**config.mk**
```make
export PLATFORM = sky130hd
export DESIGN_NAME = lorenz_euler_integrator_flat
export DESIGN_NICKNAME = d
export VERILOG_FILES = /design/src/design/lei_pkg.sv /design/src/design/lei_if.sv /design/src/design/lei_mul.sv /design/src/design/lei_seq.sv /design/src/design/lorenz_euler_integrator.sv /design/src/flat_wrapper.sv
export SDC_FILE = /design/constraint.sdc
export NUM_CORES = 2
export LEC_CHECK = 0
export BUFFER_PORTS_ARGS = -buffer_cell sky130_fd_sc_hd__buf_2
export CORE_ASPECT_RATIO = 0.7
export CORE_UTILIZATION = 35
export DETAILED_ROUTE_END_ITERATION = 7
export HOLD_SLACK_MARGIN = 0.15
export PLACE_DENSITY_LB_ADDON = 0.1
export SYNTH_ARGS = -nofsm -noshare
export SYNTH_HDL_FRONTEND = slang
export SYNTH_SLANG_ARGS = --single-unit
```
**constraint.sdc**
```tcl
create_clock -name clk -period 26.2 [get_ports clk]
set_input_delay 3.93 -clock clk [delete_from_list [all_inputs] [get_ports clk]]
set_output_delay 3.93 -clock clk [all_outputs]
set_load 0.1 [all_outputs]
```
**src/design/lei_pkg.sv**
```systemverilog
// Shared constants, types and helper functions of the Lorenz Euler integrator.
package lei_pkg;

  localparam int COORD_W   = 32;
  localparam int FRAC_BITS = 16;
  localparam int LOAD_W    = 32;
  localparam int COEF_FRAC = 16;
  localparam int DT_FRAC   = 24;

  localparam int SIGMA_W   = 23;
  localparam int RHO_W     = 22;
  localparam int BETA_W    = 22;
  localparam int DT_W      = 25;
  localparam int CFG_W     = 25;
  localparam int CFG_IDX_W = 2;

  localparam int MUL_W  = COORD_W + 2;
  localparam int PROD_W = 2 * MUL_W;
  localparam int DER_W  = 2 * COORD_W - FRAC_BITS + 2;
  localparam int HI_W   = DER_W - DT_FRAC;
  localparam int ACC_W  = HI_W + DT_W + 1;
  localparam int SUM_W  = DER_W + 4;

  localparam int ALIGN_L = (FRAC_BITS >= COEF_FRAC) ? FRAC_BITS - COEF_FRAC : 0;
  localparam int ALIGN_R = (FRAC_BITS >= COEF_FRAC) ? 0 : COEF_FRAC - FRAC_BITS;

  localparam logic signed [SUM_W-1:0] COORD_MAX =
    {{(SUM_W-COORD_W+1){1'b0}}, {(COORD_W-1){1'b1}}};
  localparam logic signed [SUM_W-1:0] COORD_MIN = ~COORD_MAX;

  localparam logic signed [COORD_W-1:0] COORD_ONE =
    {{(COORD_W-FRAC_BITS-1){1'b0}}, 1'b1, {FRAC_BITS{1'b0}}};

  typedef enum logic [CFG_IDX_W-1:0] {
    REG_SIGMA = 2'd0,
    REG_RHO   = 2'd1,
    REG_BETA  = 2'd2,
    REG_DT    = 2'd3
  } reg_idx_t;

  // One code per pass through the shared multiplier, in issue order.
  typedef enum logic [3:0] {
    ST_DX  = 4'd0,
    ST_DYA = 4'd1,
    ST_DZA = 4'd2,
    ST_DZB = 4'd3,
    ST_XH  = 4'd4,
    ST_XL  = 4'd5,
    ST_YH  = 4'd6,
    ST_YL  = 4'd7,
    ST_ZH  = 4'd8,
    ST_ZL  = 4'd9
  } step_t;

  typedef struct packed {
    logic  ready;
    logic  issue;
    step_t issue_step;
    logic  cons;
    step_t cons_step;
    logic  deliver;
  } ctrl_t;

  typedef struct packed {
    logic               clip;
    logic [COORD_W-1:0] val;
  } sat_t;

  function automatic sat_t sat_coord(input logic signed [SUM_W-1:0] v);
    sat_t r;
    if (v > COORD_MAX) begin
      r.clip = 1'b1;
      r.val  = COORD_MAX[COORD_W-1:0];
    end else if (v < COORD_MIN) begin
      r.clip = 1'b1;
      r.val  = COORD_MIN[COORD_W-1:0];
    end else begin
      r.clip = 1'b0;
      r.val  = v[COORD_W-1:0];
    end
    return r;
  endfunction

  // Brings a Q16.16 coefficient to the point's fraction width, flooring when narrowing.
  function automatic logic signed [MUL_W-1:0] align_coef(input logic signed [MUL_W-1:0] v);
    logic signed [MUL_W-1:0] r;
    if (FRAC_BITS >= COEF_FRAC) begin
      r = v <<< ALIGN_L;
    end else begin
      r = v >>> ALIGN_R;
    end
    return r;
  endfunction

endpackage

```
**src/design/lei_if.sv**
```systemverilog
// Request channel interfaces of the Lorenz Euler integrator.
interface lei_in_if;
  logic                                valid;
  logic                                ready;
  logic                                op;
  logic signed [lei_pkg::LOAD_W-1:0]   load_x;
  logic signed [lei_pkg::LOAD_W-1:0]   load_y;
  logic signed [lei_pkg::LOAD_W-1:0]   load_z;

  modport source (output valid, op, load_x, load_y, load_z, input ready);
  modport sink   (input valid, op, load_x, load_y, load_z, output ready);
endinterface

interface lei_out_if;
  logic                                valid;
  logic                                ready;
  logic signed [lei_pkg::COORD_W-1:0]  pos_x;
  logic signed [lei_pkg::COORD_W-1:0]  pos_y;
  logic signed [lei_pkg::COORD_W-1:0]  pos_z;
  logic                                saturated;

  modport source (output valid, pos_x, pos_y, pos_z, saturated, input ready);
  modport sink   (input valid, pos_x, pos_y, pos_z, saturated, output ready);
endinterface

```
**src/design/lei_mul.sv**
```systemverilog
// Shared signed multiplier with a registered product.
module lei_mul (
  input  logic                                clk,
  input  logic signed [lei_pkg::MUL_W-1:0]    a,
  input  logic signed [lei_pkg::MUL_W-1:0]    b,
  output logic signed [lei_pkg::PROD_W-1:0]   prod
);

  logic signed [lei_pkg::PROD_W-1:0] prod_r;

  always_ff @(posedge clk) begin
    prod_r <= lei_pkg::PROD_W'(a) * lei_pkg::PROD_W'(b);
  end

  assign prod = prod_r;

endmodule

```
**src/design/lei_seq.sv**
```systemverilog
// Sequencer that walks one step request through the shared multiplier.
module lei_seq (
  input  logic            clk,
  input  logic            rst_n,
  input  logic            in_fire,
  input  logic            in_load,
  input  logic            out_free,
  output lei_pkg::ctrl_t  ctl
);

  typedef enum logic [3:0] {
    S_IDLE  = 4'b0001,
    S_RUN   = 4'b0010,
    S_DRAIN = 4'b0100,
    S_POST  = 4'b1000
  } state_t;

  state_t          state_r, state_nxt;
  lei_pkg::step_t  step_r, step_nxt;
  logic            cons_r;
  lei_pkg::step_t  cons_step_r;

  always_comb begin
    state_nxt = state_r;
    step_nxt  = step_r;
    case (state_r)
      S_IDLE: begin
        if (in_fire) begin
          state_nxt = in_load ? S_POST : S_RUN;
          step_nxt  = lei_pkg::ST_DX;
        end
      end
      S_RUN: begin
        if (step_r == lei_pkg::ST_ZL) begin
          state_nxt = S_DRAIN;
        end else begin
          step_nxt = lei_pkg::step_t'(step_r + 4'd1);
        end
      end
      S_DRAIN: begin
        state_nxt = S_POST;
      end
      S_POST: begin
        if (out_free) begin
          state_nxt = S_IDLE;
        end
      end
      default: begin
        state_nxt = S_IDLE;
      end
    endcase
  end

  always_ff @(posedge clk) begin
    if (!rst_n) begin
      state_r     <= S_IDLE;
      step_r      <= lei_pkg::ST_DX;
      cons_r      <= 1'b0;
      cons_step_r <= lei_pkg::ST_DX;
    end else begin
      state_r     <= state_nxt;
      step_r      <= step_nxt;
      cons_r      <= (state_r == S_RUN);
      cons_step_r <= step_r;
    end
  end

  always_comb begin
    ctl.ready      = (state_r == S_IDLE);
    ctl.issue      = (state_r == S_RUN);
    ctl.issue_step = step_r;
    ctl.cons       = cons_r;
    ctl.cons_step  = cons_step_r;
    ctl.deliver    = (state_r == S_POST) && out_free;
  end

endmodule

```
**src/design/lorenz_euler_integrator.sv**
```systemverilog
// Top level of the Lorenz Euler integrator: registers, point state and datapath.
//
// A step request passes from acceptance through the run, drain and post states of the
// sequencer; a load request goes straight to the post state. The block takes the next
// request in the cycle after the result is written to the output register, so a new
// request is never taken while one is in flight. A step is made of ten back-to-back
// passes through one shared 34x34 signed multiplier: four for the derivatives and two
// for each coordinate increment (derivative times dt split into a high and a low part),
// followed by a drain state for the product register and a post state for the result.
// The post state waits while the output register holds an untaken result. The output
// register holds a finished result while the next request is already being computed.
module lorenz_euler_integrator (
  input  logic                               clk,
  input  logic                               rst_n,
  lei_in_if.sink                             in_chan,
  lei_out_if.source                          out_chan,
  input  logic                               cfg_we,
  input  logic [lei_pkg::CFG_IDX_W-1:0]      cfg_idx,
  input  logic [lei_pkg::CFG_W-1:0]          cfg_wdata
);

  localparam int CW = lei_pkg::COORD_W;

  // Configuration registers.
  logic [lei_pkg::SIGMA_W-1:0]        sigma_r;
  logic [lei_pkg::RHO_W-1:0]          rho_r;
  logic signed [lei_pkg::BETA_W-1:0]  beta_r;
  logic [lei_pkg::DT_W-1:0]           dt_r;

  always_ff @(posedge clk) begin
    if (!rst_n) begin
      sigma_r <= lei_pkg::SIGMA_W'(655360);
      rho_r   <= lei_pkg::RHO_W'(2097152);
      beta_r  <= lei_pkg::BETA_W'(174763);
      dt_r    <= lei_pkg::DT_W'(16777);
    end else if (cfg_we) begin
      case (lei_pkg::reg_idx_t'(cfg_idx))
        lei_pkg::REG_SIGMA: sigma_r <= cfg_wdata[lei_pkg::SIGMA_W-1:0];
        lei_pkg::REG_RHO:   rho_r   <= cfg_wdata[lei_pkg::RHO_W-1:0];
        lei_pkg::REG_BETA:  beta_r  <= cfg_wdata[lei_pkg::BETA_W-1:0];
        lei_pkg::REG_DT:    dt_r    <= cfg_wdata[lei_pkg::DT_W-1:0];
        default: ;
      endcase
    end
  end

  // Control.
  lei_pkg::ctrl_t ctl;
  logic           in_fire;
  logic           out_vld_r;
  logic           out_free;

  assign in_fire        = in_chan.valid && in_chan.ready;
  assign out_free       = !out_vld_r || out_chan.ready;
  assign in_chan.ready  = ctl.ready;

  lei_seq u_seq (
    .clk      (clk),
    .rst_n    (rst_n),
    .in_fire  (in_fire),
    .in_load  (in_chan.op),
    .out_free (out_free),
    .ctl      (ctl)
  );

  // Point state and intermediates.
  logic signed [CW-1:0]                  px_r, py_r, pz_r;
  logic                                  flag_r;
  logic signed [lei_pkg::DER_W-1:0]      dx_r, dy_r, dz_r;
  logic signed [lei_pkg::ACC_W-1:0]      acc_r;

  // Operand selection for the shared multiplier.
  logic signed [lei_pkg::MUL_W-1:0]  sigma_al, rho_al, beta_al, dt_op;
  logic signed [CW:0]                d_yx;
  logic signed [lei_pkg::MUL_W-1:0]  d_rz;
  logic signed [lei_pkg::MUL_W-1:0]  mul_a, mul_b;
  logic signed [lei_pkg::DER_W-1:0]  der_sel;
  logic signed [lei_pkg::PROD_W-1:0] prod;

  assign sigma_al = lei_pkg::align_coef(lei_pkg::MUL_W'($signed({1'b0, sigma_r})));
  assign rho_al   = lei_pkg::align_coef(lei_pkg::MUL_W'($signed({1'b0, rho_r})));
  assign beta_al  = lei_pkg::align_coef(lei_pkg::MUL_W'(beta_r));
  assign dt_op    = lei_pkg::MUL_W'($signed({1'b0, dt_r}));
  assign d_yx     = (CW + 1)'(py_r) - (CW + 1)'(px_r);
  assign d_rz     = rho_al - lei_pkg::MUL_W'(pz_r);

  always_comb begin
    case (ctl.issue_step)
      lei_pkg::ST_XH, lei_pkg::ST_XL: der_sel = dx_r;
      lei_pkg::ST_YH, lei_pkg::ST_YL: der_sel = dy_r;
      default:                        der_sel = dz_r;
    endcase
  end

  always_comb begin
    mul_a = '0;
    mul_b = dt_op;
    case (ctl.issue_step)
      lei_pkg::ST_DX: begin
        mul_a = sigma_al;
        mul_b = lei_pkg::MUL_W'(d_yx);
      end
      lei_pkg::ST_DYA: begin
        mul_a = lei_pkg::MUL_W'(px_r);
        mul_b = d_rz;
      end
      lei_pkg::ST_DZA: begin
        mul_a = lei_pkg::MUL_W'(px_r);
        mul_b = lei_pkg::MUL_W'(py_r);
      end
      lei_pkg::ST_DZB: begin
        mul_a = beta_al;
        mul_b = lei_pkg::MUL_W'(pz_r);
      end
      lei_pkg::ST_XH, lei_pkg::ST_YH, lei_pkg::ST_ZH: begin
        mul_a = lei_pkg::MUL_W'($signed(der_sel[lei_pkg::DER_W-1:lei_pkg::DT_FRAC]));
      end
      lei_pkg::ST_XL, lei_pkg::ST_YL, lei_pkg::ST_ZL: begin
        mul_a = {{(lei_pkg::MUL_W-lei_pkg::DT_FRAC){1'b0}}, der_sel[lei_pkg::DT_FRAC-1:0]};
      end
      default: begin
        mul_a = '0;
      end
    endcase
  end

  lei_mul u_mul (
    .clk  (clk),
    .a    (mul_a),
    .b    (mul_b),
    .prod (prod)
  );

  // Product consumption. The increment is hi*dt + floor(lo*dt / 2^24), which equals the
  // floor of the whole derivative times dt over 2^24.
  logic signed [lei_pkg::DER_W-1:0] prod_sh;
  logic signed [lei_pkg::SUM_W-1:0] frac_add;
  logic signed [CW-1:0]             coord_sel;
  logic signed [lei_pkg::SUM_W-1:0] coord_sum;
  lei_pkg::sat_t                    coord_sat;
  lei_pkg::sat_t                    ld_x, ld_y, ld_z;

  assign prod_sh   = lei_pkg::DER_W'(prod >>> lei_pkg::FRAC_BITS);
  assign frac_add  = lei_pkg::SUM_W'(prod >>> lei_pkg::DT_FRAC);

  always_comb begin
    case (ctl.cons_step)
      lei_pkg::ST_XL: coord_sel = px_r;
      lei_pkg::ST_YL: coord_sel = py_r;
      default:        coord_sel = pz_r;
    endcase
  end

  assign coord_sum = lei_pkg::SUM_W'(coord_sel) + lei_pkg::SUM_W'(acc_r) + frac_add;
  assign coord_sat = lei_pkg::sat_coord(coord_sum);
  assign ld_x      = lei_pkg::sat_coord(lei_pkg::SUM_W'(in_chan.load_x));
  assign ld_y      = lei_pkg::sat_coord(lei_pkg::SUM_W'(in_chan.load_y));
  assign ld_z      = lei_pkg::sat_coord(lei_pkg::SUM_W'(in_chan.load_z));

  always_ff @(posedge clk) begin
    if (!rst_n) begin
      px_r   <= lei_pkg::COORD_ONE;
      py_r   <= lei_pkg::COORD_ONE;
      pz_r   <= lei_pkg::COORD_ONE;
      flag_r <= 1'b0;
    end else if (in_fire) begin
      if (in_chan.op) begin
        px_r   <= ld_x.val;
        py_r   <= ld_y.val;
        pz_r   <= ld_z.val;
        flag_r <= ld_x.clip || ld_y.clip || ld_z.clip;
      end else begin
        flag_r <= 1'b0;
      end
    end else if (ctl.cons) begin
      case (ctl.cons_step)
        lei_pkg::ST_XL: begin
          px_r   <= coord_sat.val;
          flag_r <= flag_r || coord_sat.clip;
        end
        lei_pkg::ST_YL: begin
          py_r   <= coord_sat.val;
          flag_r <= flag_r || coord_sat.clip;
        end
        lei_pkg::ST_ZL: begin
          pz_r   <= coord_sat.val;
          flag_r <= flag_r || coord_sat.clip;
        end
        default: ;
      endcase
    end
  end

  always_ff @(posedge clk) begin
    if (ctl.cons) begin
      case (ctl.cons_step)
        lei_pkg::ST_DX:  dx_r <= prod_sh;
        lei_pkg::ST_DYA: dy_r <= prod_sh;
        lei_pkg::ST_DZA: begin
          dy_r <= dy_r - lei_pkg::DER_W'(py_r);
          dz_r <= prod_sh;
        end
        lei_pkg::ST_DZB: dz_r <= dz_r - prod_sh;
        lei_pkg::ST_XH, lei_pkg::ST_YH, lei_pkg::ST_ZH: begin
          acc_r <= lei_pkg::ACC_W'(prod);
        end
        default: ;
      endcase
    end
  end

  // Output register.
  logic signed [CW-1:0] pos_x_r, pos_y_r, pos_z_r;
  logic                 sat_r;

  always_ff @(posedge clk) begin
    if (!rst_n) begin
      out_vld_r <= 1'b0;
    end else if (ctl.deliver) begin
      out_vld_r <= 1'b1;
    end else if (out_chan.ready) begin
      out_vld_r <= 1'b0;
    end
  end

  always_ff @(posedge clk) begin
    if (ctl.deliver) begin
      pos_x_r <= px_r;
      pos_y_r <= py_r;
      pos_z_r <= pz_r;
      sat_r   <= flag_r;
    end
  end

  assign out_chan.valid     = out_vld_r;
  assign out_chan.pos_x     = pos_x_r;
  assign out_chan.pos_y     = pos_y_r;
  assign out_chan.pos_z     = pos_z_r;
  assign out_chan.saturated = sat_r;

`ifndef SYNTHESIS
  // Once a request is taken, the block stays busy until its result is posted.
  a_busy_after_accept: assert property (@(posedge clk) disable iff (!rst_n)
    in_fire |=> !in_chan.ready)
    else $error("input ready right after an accepted request");

  // No product may still be pending while the block offers to take a request.
  a_idle_no_product: assert property (@(posedge clk) disable iff (!rst_n)
    in_chan.ready |-> !ctl.cons && !ctl.issue)
    else $error("multiplier work in flight while input is ready");

  // A new result appears only through the posting step of the sequencer.
  a_result_from_post: assert property (@(posedge clk) disable iff (!rst_n)
    $rose(out_chan.valid) |-> $past(ctl.deliver))
    else $error("result valid raised without a posting step");
`endif

endmodule

```
**src/flat_wrapper.sv**
```systemverilog
// flat-port wrapper written by rule: the top's interface ports become plain ports
module lorenz_euler_integrator_flat 
  (clk, rst_n, cfg_we, cfg_idx, cfg_wdata, in_chan_valid, in_chan_op, in_chan_load_x, in_chan_load_y, in_chan_load_z, in_chan_ready, out_chan_valid, out_chan_pos_x, out_chan_pos_y, out_chan_pos_z, out_chan_saturated, out_chan_ready);
  lei_in_if in_chan_i ();
  lei_out_if out_chan_i ();
  input  logic clk;
  input  logic rst_n;
  input  logic cfg_we;
  input  logic [lei_pkg::CFG_IDX_W-1:0] cfg_idx;
  input  logic [lei_pkg::CFG_W-1:0] cfg_wdata;
  input wire logic [$bits(in_chan_i.valid)-1:0] in_chan_valid;
  input wire logic [$bits(in_chan_i.op)-1:0] in_chan_op;
  input wire logic [$bits(in_chan_i.load_x)-1:0] in_chan_load_x;
  input wire logic [$bits(in_chan_i.load_y)-1:0] in_chan_load_y;
  input wire logic [$bits(in_chan_i.load_z)-1:0] in_chan_load_z;
  output wire logic [$bits(in_chan_i.ready)-1:0] in_chan_ready;
  output wire logic [$bits(out_chan_i.valid)-1:0] out_chan_valid;
  output wire logic [$bits(out_chan_i.pos_x)-1:0] out_chan_pos_x;
  output wire logic [$bits(out_chan_i.pos_y)-1:0] out_chan_pos_y;
  output wire logic [$bits(out_chan_i.pos_z)-1:0] out_chan_pos_z;
  output wire logic [$bits(out_chan_i.saturated)-1:0] out_chan_saturated;
  input wire logic [$bits(out_chan_i.ready)-1:0] out_chan_ready;
  assign in_chan_i.valid = in_chan_valid;
  assign in_chan_i.op = in_chan_op;
  assign in_chan_i.load_x = in_chan_load_x;
  assign in_chan_i.load_y = in_chan_load_y;
  assign in_chan_i.load_z = in_chan_load_z;
  assign in_chan_ready = in_chan_i.ready;
  assign out_chan_valid = out_chan_i.valid;
  assign out_chan_pos_x = out_chan_i.pos_x;
  assign out_chan_pos_y = out_chan_i.pos_y;
  assign out_chan_pos_z = out_chan_i.pos_z;
  assign out_chan_saturated = out_chan_i.saturated;
  assign out_chan_i.ready = out_chan_ready;
  lorenz_euler_integrator u_core (.clk(clk), .rst_n(rst_n), .in_chan(in_chan_i), .out_chan(out_chan_i), .cfg_we(cfg_we), .cfg_idx(cfg_idx), .cfg_wdata(cfg_wdata));
endmodule
```
* After elaboration in Yosys (flattened, before gate mapping)
Cells that the tools add are included.
** Operators by class
- Add/subtract/negate cells :: 7
- Multipliers :: 1
- Div/mod/pow operators :: 0
- $lt $le $gt $ge :: 8
- Equality and inequality tests :: 30
- Shift operators :: 0
- Mux-type cells :: 40
- Bitwise operators :: 0
- Reduce and logical (&&, ||, !) cells :: 40
** Operator list (number)
- $mux W32 :: 12
- $pmux W50 S2 :: 3
- $mux W33 :: 8
- $pmux W34 S5 :: 1
- $pmux W34 S4 :: 1
- $gt A32 B32 Y1 const B :: 3
- $lt A32 B32 Y1 const B :: 3
- $mul A34 B34 Y68 :: 1
- $pmux W32 S2 :: 1
- $add A53 B44 Y54 :: 1
- $gt A54 B32 Y1 const B :: 1
- $lt A54 B32 Y1 const B :: 1
- $add A32 B52 Y53 :: 1
- $sub A50 B32 Y50 :: 1
- $sub A50 B50 Y50 :: 1
- $eq A4 B3 Y1 const B :: 9
- $sub A23 B32 Y33 :: 1
- $sub A32 B32 Y33 :: 1
- $mux W4 :: 6
- $eq A4 B2 Y1 const B :: 5
- $eq A4 B4 Y1 const B :: 5
- $reduce_and A2 Y1 :: 9
- $reduce_bool A2 Y1 :: 9
- $pmux W4 S4 :: 1
- 15 further kinds :: 41
** Word-level totals
- Bits in registers :: 570
- Bits in latches :: 0
- RAM bits :: 0
- ROM bits :: 0
- Input port bits :: 129
- Output and inout port bits :: 99
- Word-level logic and storage cells :: 148
- Memories kept :: 0

* Depth between registers and ports, before layout
- Word-level depth :: 11
- Mapped depth :: 47

* By module
Synthesis repeated with hierarchy kept, for this count alone.
** Unflattened totals
- Cells, all modules :: 8540
- Area, all modules :: 77941.0 sq um
** Modules (own cells, without submodules)
- lei_mul :: instances 1, cells an instance 4689, area each 43555.5 sq um, seq. area each 1361.3 sq um
- lorenz_euler_integrator :: instances 1, cells an instance 3784, area each 33747.4 sq um, seq. area each 12782.3 sq um
- lei_seq :: instances 1, cells an instance 67, area each 638.1 sq um, seq. area each 260.2 sq um

* Worst setup path after synthesis
OpenSTA, ideal clock, no wires.
- Kind :: register to register
- Start :: register u_core.pz_r[1]
- End :: register u_core.u_mul.prod_r (netlist bit u_core.u_mul.prod[60])
- Setup time :: 0.129 ns
- Arrival :: 10.026 ns
- Data required time :: 26.071 ns
- Setup slack :: 16.045 ns
- Stages on the path, launching flop included :: 42
- Path buffers :: 1
- Clock period less this slack :: 10.155 ns
- Cell sequence :: dfxtp_1 -> inv_1 -> ha_1 -> nor2b_1 -> o21ai_0 -> a21boi_0 -> o41ai_1 -> a31oi_1 -> o21a_1 -> a221oi_1 -> o31ai_1 -> xor2_1 -> a221o_1 -> o21ai_1 -> clkbuf_1 -> nor2_1 -> fa_1 -> inv_1 -> [... 6 more ...] -> fa_1 -> inv_1 -> fa_1 -> inv_1 -> ha_1 -> a21o_1 -> a21o_1 -> a21o_1 -> a211oi_1 -> o21ai_0 -> a21o_1 -> a211oi_1 -> o31ai_1 -> a41oi_1 -> o21ai_0 -> a21oi_1 -> o21bai_1 -> xor2_1
** Between the ends
- Longest elaborated chain between the ends :: 3
** RTL lines
- start, declared :: line lorenz_euler_integrator.sv:67 : logic signed [CW-1:0] px_r, py_r, pz_r;
- start signal, assigned :: line lorenz_euler_integrator.sv:164 : pz_r <= lei_pkg::COORD_ONE;
- start signal, assigned :: line lorenz_euler_integrator.sv:170 : pz_r <= ld_z.val;
- start signal, assigned :: line lorenz_euler_integrator.sv:186 : pz_r <= coord_sat.val;
- $sub A23 B32 Y33 :: line lorenz_euler_integrator.sv:85 : assign d_rz = rho_al - lei_pkg::MUL_W'(pz_r);
- $pmux W34 S4 (*) :: line lorenz_euler_integrator.sv:98 : case (ctl.issue_step)
- $mul A34 B34 Y68 (*) :: line lei_mul.sv:12 : prod_r <= lei_pkg::PROD_W'(a) * lei_pkg::PROD_W'(b);
- end signal, assigned :: line lei_mul.sv:12
- end, declared :: line lei_mul.sv:9 : logic signed [lei_pkg::PROD_W-1:0] prod_r;
Every way passes the cells marked *; elsewhere a longest branch is shown, timed or not.
A chain may end at the register's enable or synchronous reset.

* Final worst setup path
- Start :: register u_core.pz_r[1]
- End :: register u_core.u_mul.prod_r (netlist bit u_core.u_mul.prod[62])
Same word-level chain as after synthesis.

==> flow_summary.toml <==
[logic_synthesis]
synth_top_family_by_area = "adder cells"
synth_compound_area_share_pct = 12.4
synthMuxAreaShare_pct = 0.564
synth-simple-area-share_pct = 14.1
syn-num-nets = 9991
yosysWarnings = 0
syn-instance-count = 8202
seq_area_frac_synth_pct = 19.6
async_flop_share_pct = 0
synth-xor-area-share_pct = 2.95
synthAdderAreaFrac_pct = 40.9
synth_top_area_share_pct = 34.0
avgSynthCellArea_um2 = 8.98
yosysTopAreaCell = "fa_1"
synth_area_leaders = "fa_1 (34%), edfxtp_1 (12%), inv_1 (7.4%)"
synth-edff-count = 299
synth_area_mm2 = 0.0737
synth_cell_type_count = 92
synth-seq-cells = 570
ys.flop_type = "edfxtp_1"

[worst_setup_path]
critPathSlowestCell = "o21ai_1"
path_class = "flop to flop"
critPathRequiredTime_ns = 26.77
rr_startpoint = "u_core.pz_r[1]$_SDFFE_PN0P_"
max_stage_delay_ns = 0.78
rrSetupSlack_ns = 13.23
path_common_cell = "fa_1"
cp_max_fo = 7
arrival_ns = 13.54
reg2reg_depth = 41
setup.worst_path.start_class = "flop"
r2r_end = "u_core.u_mul.prod[62]$_DFF_P_"
cp-end-kind = "flop"

[sta]
final-setup-viol-count = 0
setup-tns-final_ns = 0
hold_viol = 0
fmax_mhz = 77.1
period_needed_ns = 12.97
tightest_slew_ns = 1.44
grt_setup_unrepaired = "no"
fin_crit_sh_pct = 49.5
max-slew-margin-rel_pct = 3.11
clock-skew-final_ns = 0.0711
maxSlewViolCount = 0

[die]
ioPinCount = 228
fp.dieW_um = 550
num_rows = 140
die_h_um = 386
core_area_mm2 = 0.209
start_util_pct = 35.3
die_area_mm2 = 0.212

[final_layout]
final_nets = 10000
syn2layout_area_growth_pct = 9.27
final_layout_size_suffix_gt1_share_pct = 7.17

[clocking]
cts.sinks = 570
tritoncts = "built"
cts_buffer_depth = 3
cts_resized = 0
htree_num_levels = 2
post-cts-setup-buffers = 0
clk_pin_slew_ns = 0.07
root_buffer = "clkbuf_16"
clk_latency_ns = 0.71
cts-buffers-inserted = 58
cts_hold_buf = 0

[place]
portBuffers = 227
dp_hpwl_mm = 247
gp_congestion = 0.976

[run]
maxCapViolations = 0

[grt]
grtUsageTotal_pct = 28.9
grt_max_degree = 108
grt_pass1_wl_mm = 440
antenna_found_initial = 19
grt_pass1_vias = 59800
grt-ovfl-total = 0

[outcome]
status = "complete, but fails checks"
violations = "design-rule violations"

[detailed_routing]
wl_per_cell_um = 27.5
ant_nets = 0
first_pass_iters = 8
drc = 11
totalWireLength_mm = 305
routed_via_density = 5.43
route.vias.total = 60100
initialDrtViolationCount = 6625

[min_path]
min_path_type = "flop to flop"
hold_depth = 0
whs_endpoint = "u_core.acc_r[2]$_DFFE_PP_"
worstHoldStart = "u_core.u_mul.prod[2]$_DFF_P_"
[synthesized netlist by cell type (97+ instances only)]
| library cell | number |
|---|---|
| a31oi_1 | 121 |
| nand3_1 | 97 |
| xor2_1 | 99 |
| clkbuf_1 | 345 |
| a21oi_1 | 310 |
| a21o_1 | 157 |
| o21ai_0 | 347 |
| dfxtp_1 | 271 |
| nand2_1 | 1312 |
| edfxtp_1 | 299 |
| fa_1 | 1251 |
| xnor2_1 | 147 |
| inv_1 | 1459 |
| ha_1 | 409 |
| nor2_1 | 549 |
[layer usage]
layer  part of all wire, %  track usage, %  vias up
met3                   8.4            4.99      259
met1                    49            45.8    31100
met2                    41            40.9     2424
li1                      -               -    26300
met5                 0.011               0        -
met4                   1.8            4.76        6
[critical path: cells and delay by family, from the launching register on]
| family | cells | cell delay [ns] |
|---|---|---|
| AO/OA/AOI/OAI | 21 | 6.71 |
| XOR/XNOR | 2 | 0.27 |
| adder cells (fa/ha/maj) | 10 | 4.63 |
| buffers and inverters | 5 | 0.27 |
| flip-flops | 1 | 0.46 |
| AND/OR/NAND/NOR | 3 | 0.49 |
[state kept, by name, summed over array words and instances, names as in the netlist, 22 cells and up]
name,cells
u_core.rho_r,22
u_core.acc_r,52
u_core.sigma_r,23
u_core.dz_r,50
u_core.dy_r,50
u_core.beta_r,22
u_core.u_mul.prod,68
u_core.out_chan.pos_z,32
u_core.dt_r,25
u_core.dx_r,50
u_core.pz_r,32
u_core.out_chan.pos_x,32
u_core.out_chan.pos_y,32
u_core.py_r,32
u_core.px_r,32
[final cells by class]
class	instances	area, µm²
multi-input combinational	5781	52700
timing repair buffer	388	2350
clock inverter	39	573
antenna	7	17.5
tap	2769	3460
inverter	1460	5480
clock buffer	70	1540
fill	21200	128000
sequential	570	14400
[cell families (layout without fill, tap and decap cells)]
kind of cell	Yosys count	in the layout
compound gates	1413	1413
mux	41	41
fa+ha+maj	1660	1660
buf+inv	1851	1957
flops	570	570
xor+xnor	247	247
simple gates	2420	2420
other cells	0	7
[stage by stage]
stage,setup slack [ns],instance area (µm²),hold slack (ns),instances,utilization [%]
finish,13.23,80500,0.406,11100,38.6
global route,12.75,80500,0.414,11100,38.6
CTS,13.48,80500,0.407,11100,38.6
detailed placement,13.54,78400,0.389,11000,37.6
global placement,13.65,78400,0.388,11000,37.6
floorplan,16.04,73700,0.386,8202,-
[placed cells by master (no fill, tap or decap), types with 52 or more instances in the layout]
cell type and n:
inv_1 1459, nand2_1 1312, fa_1 1251, nor2_1 536, ha_1 409, o21ai_0 344, a21oi_1 300, edfxtp_1 299
dfxtp_1 270, buf_2 226, buf_4 162, a21o_1 156, xnor2_1 147, a31oi_1 116, xor2_1 99, nand3_1 96
a21boi_0 84, nor3_1 76, and2_1 74, nand2b_1 67, clkbuf_16 59, a222oi_1 52
[worst max-delay path by stage]
| stage | endpoint | startpoint | slack (ns) |
|---|---|---|---|
| 6_report | u_core.u_mul.prod[62]$_DFF_P_ | u_core.pz_r[1]$_SDFFE_PN0P_ | 13.23 |
| 5_1_grt | u_core.u_mul.prod[66]$_DFF_P_ | u_core.pz_r[1]$_SDFFE_PN0P_ | 12.75 |
| 2_1_floorplan | u_core.u_mul.prod[60]$_DFF_P_ | u_core.pz_r[1]$_SDFFE_PN0P_ | 16.04 |
| 3_5_place_dp | u_core.u_mul.prod[59]$_DFF_P_ | u_core.u_seq.step_r[0]$_SDFFE_PN0P_ | 13.54 |
| 3_3_place_gp | u_core.u_mul.prod[59]$_DFF_P_ | u_core.u_seq.step_r[0]$_SDFFE_PN0P_ | 13.65 |
| 4_1_cts | u_core.u_mul.prod[59]$_DFF_P_ | u_core.u_seq.step_r[0]$_SDFFE_PN0P_ | 13.48 |
Power is left out: the tool's default activity adds up to more than one toggle a clock period on the data nets, which glitch-free logic cannot reach.
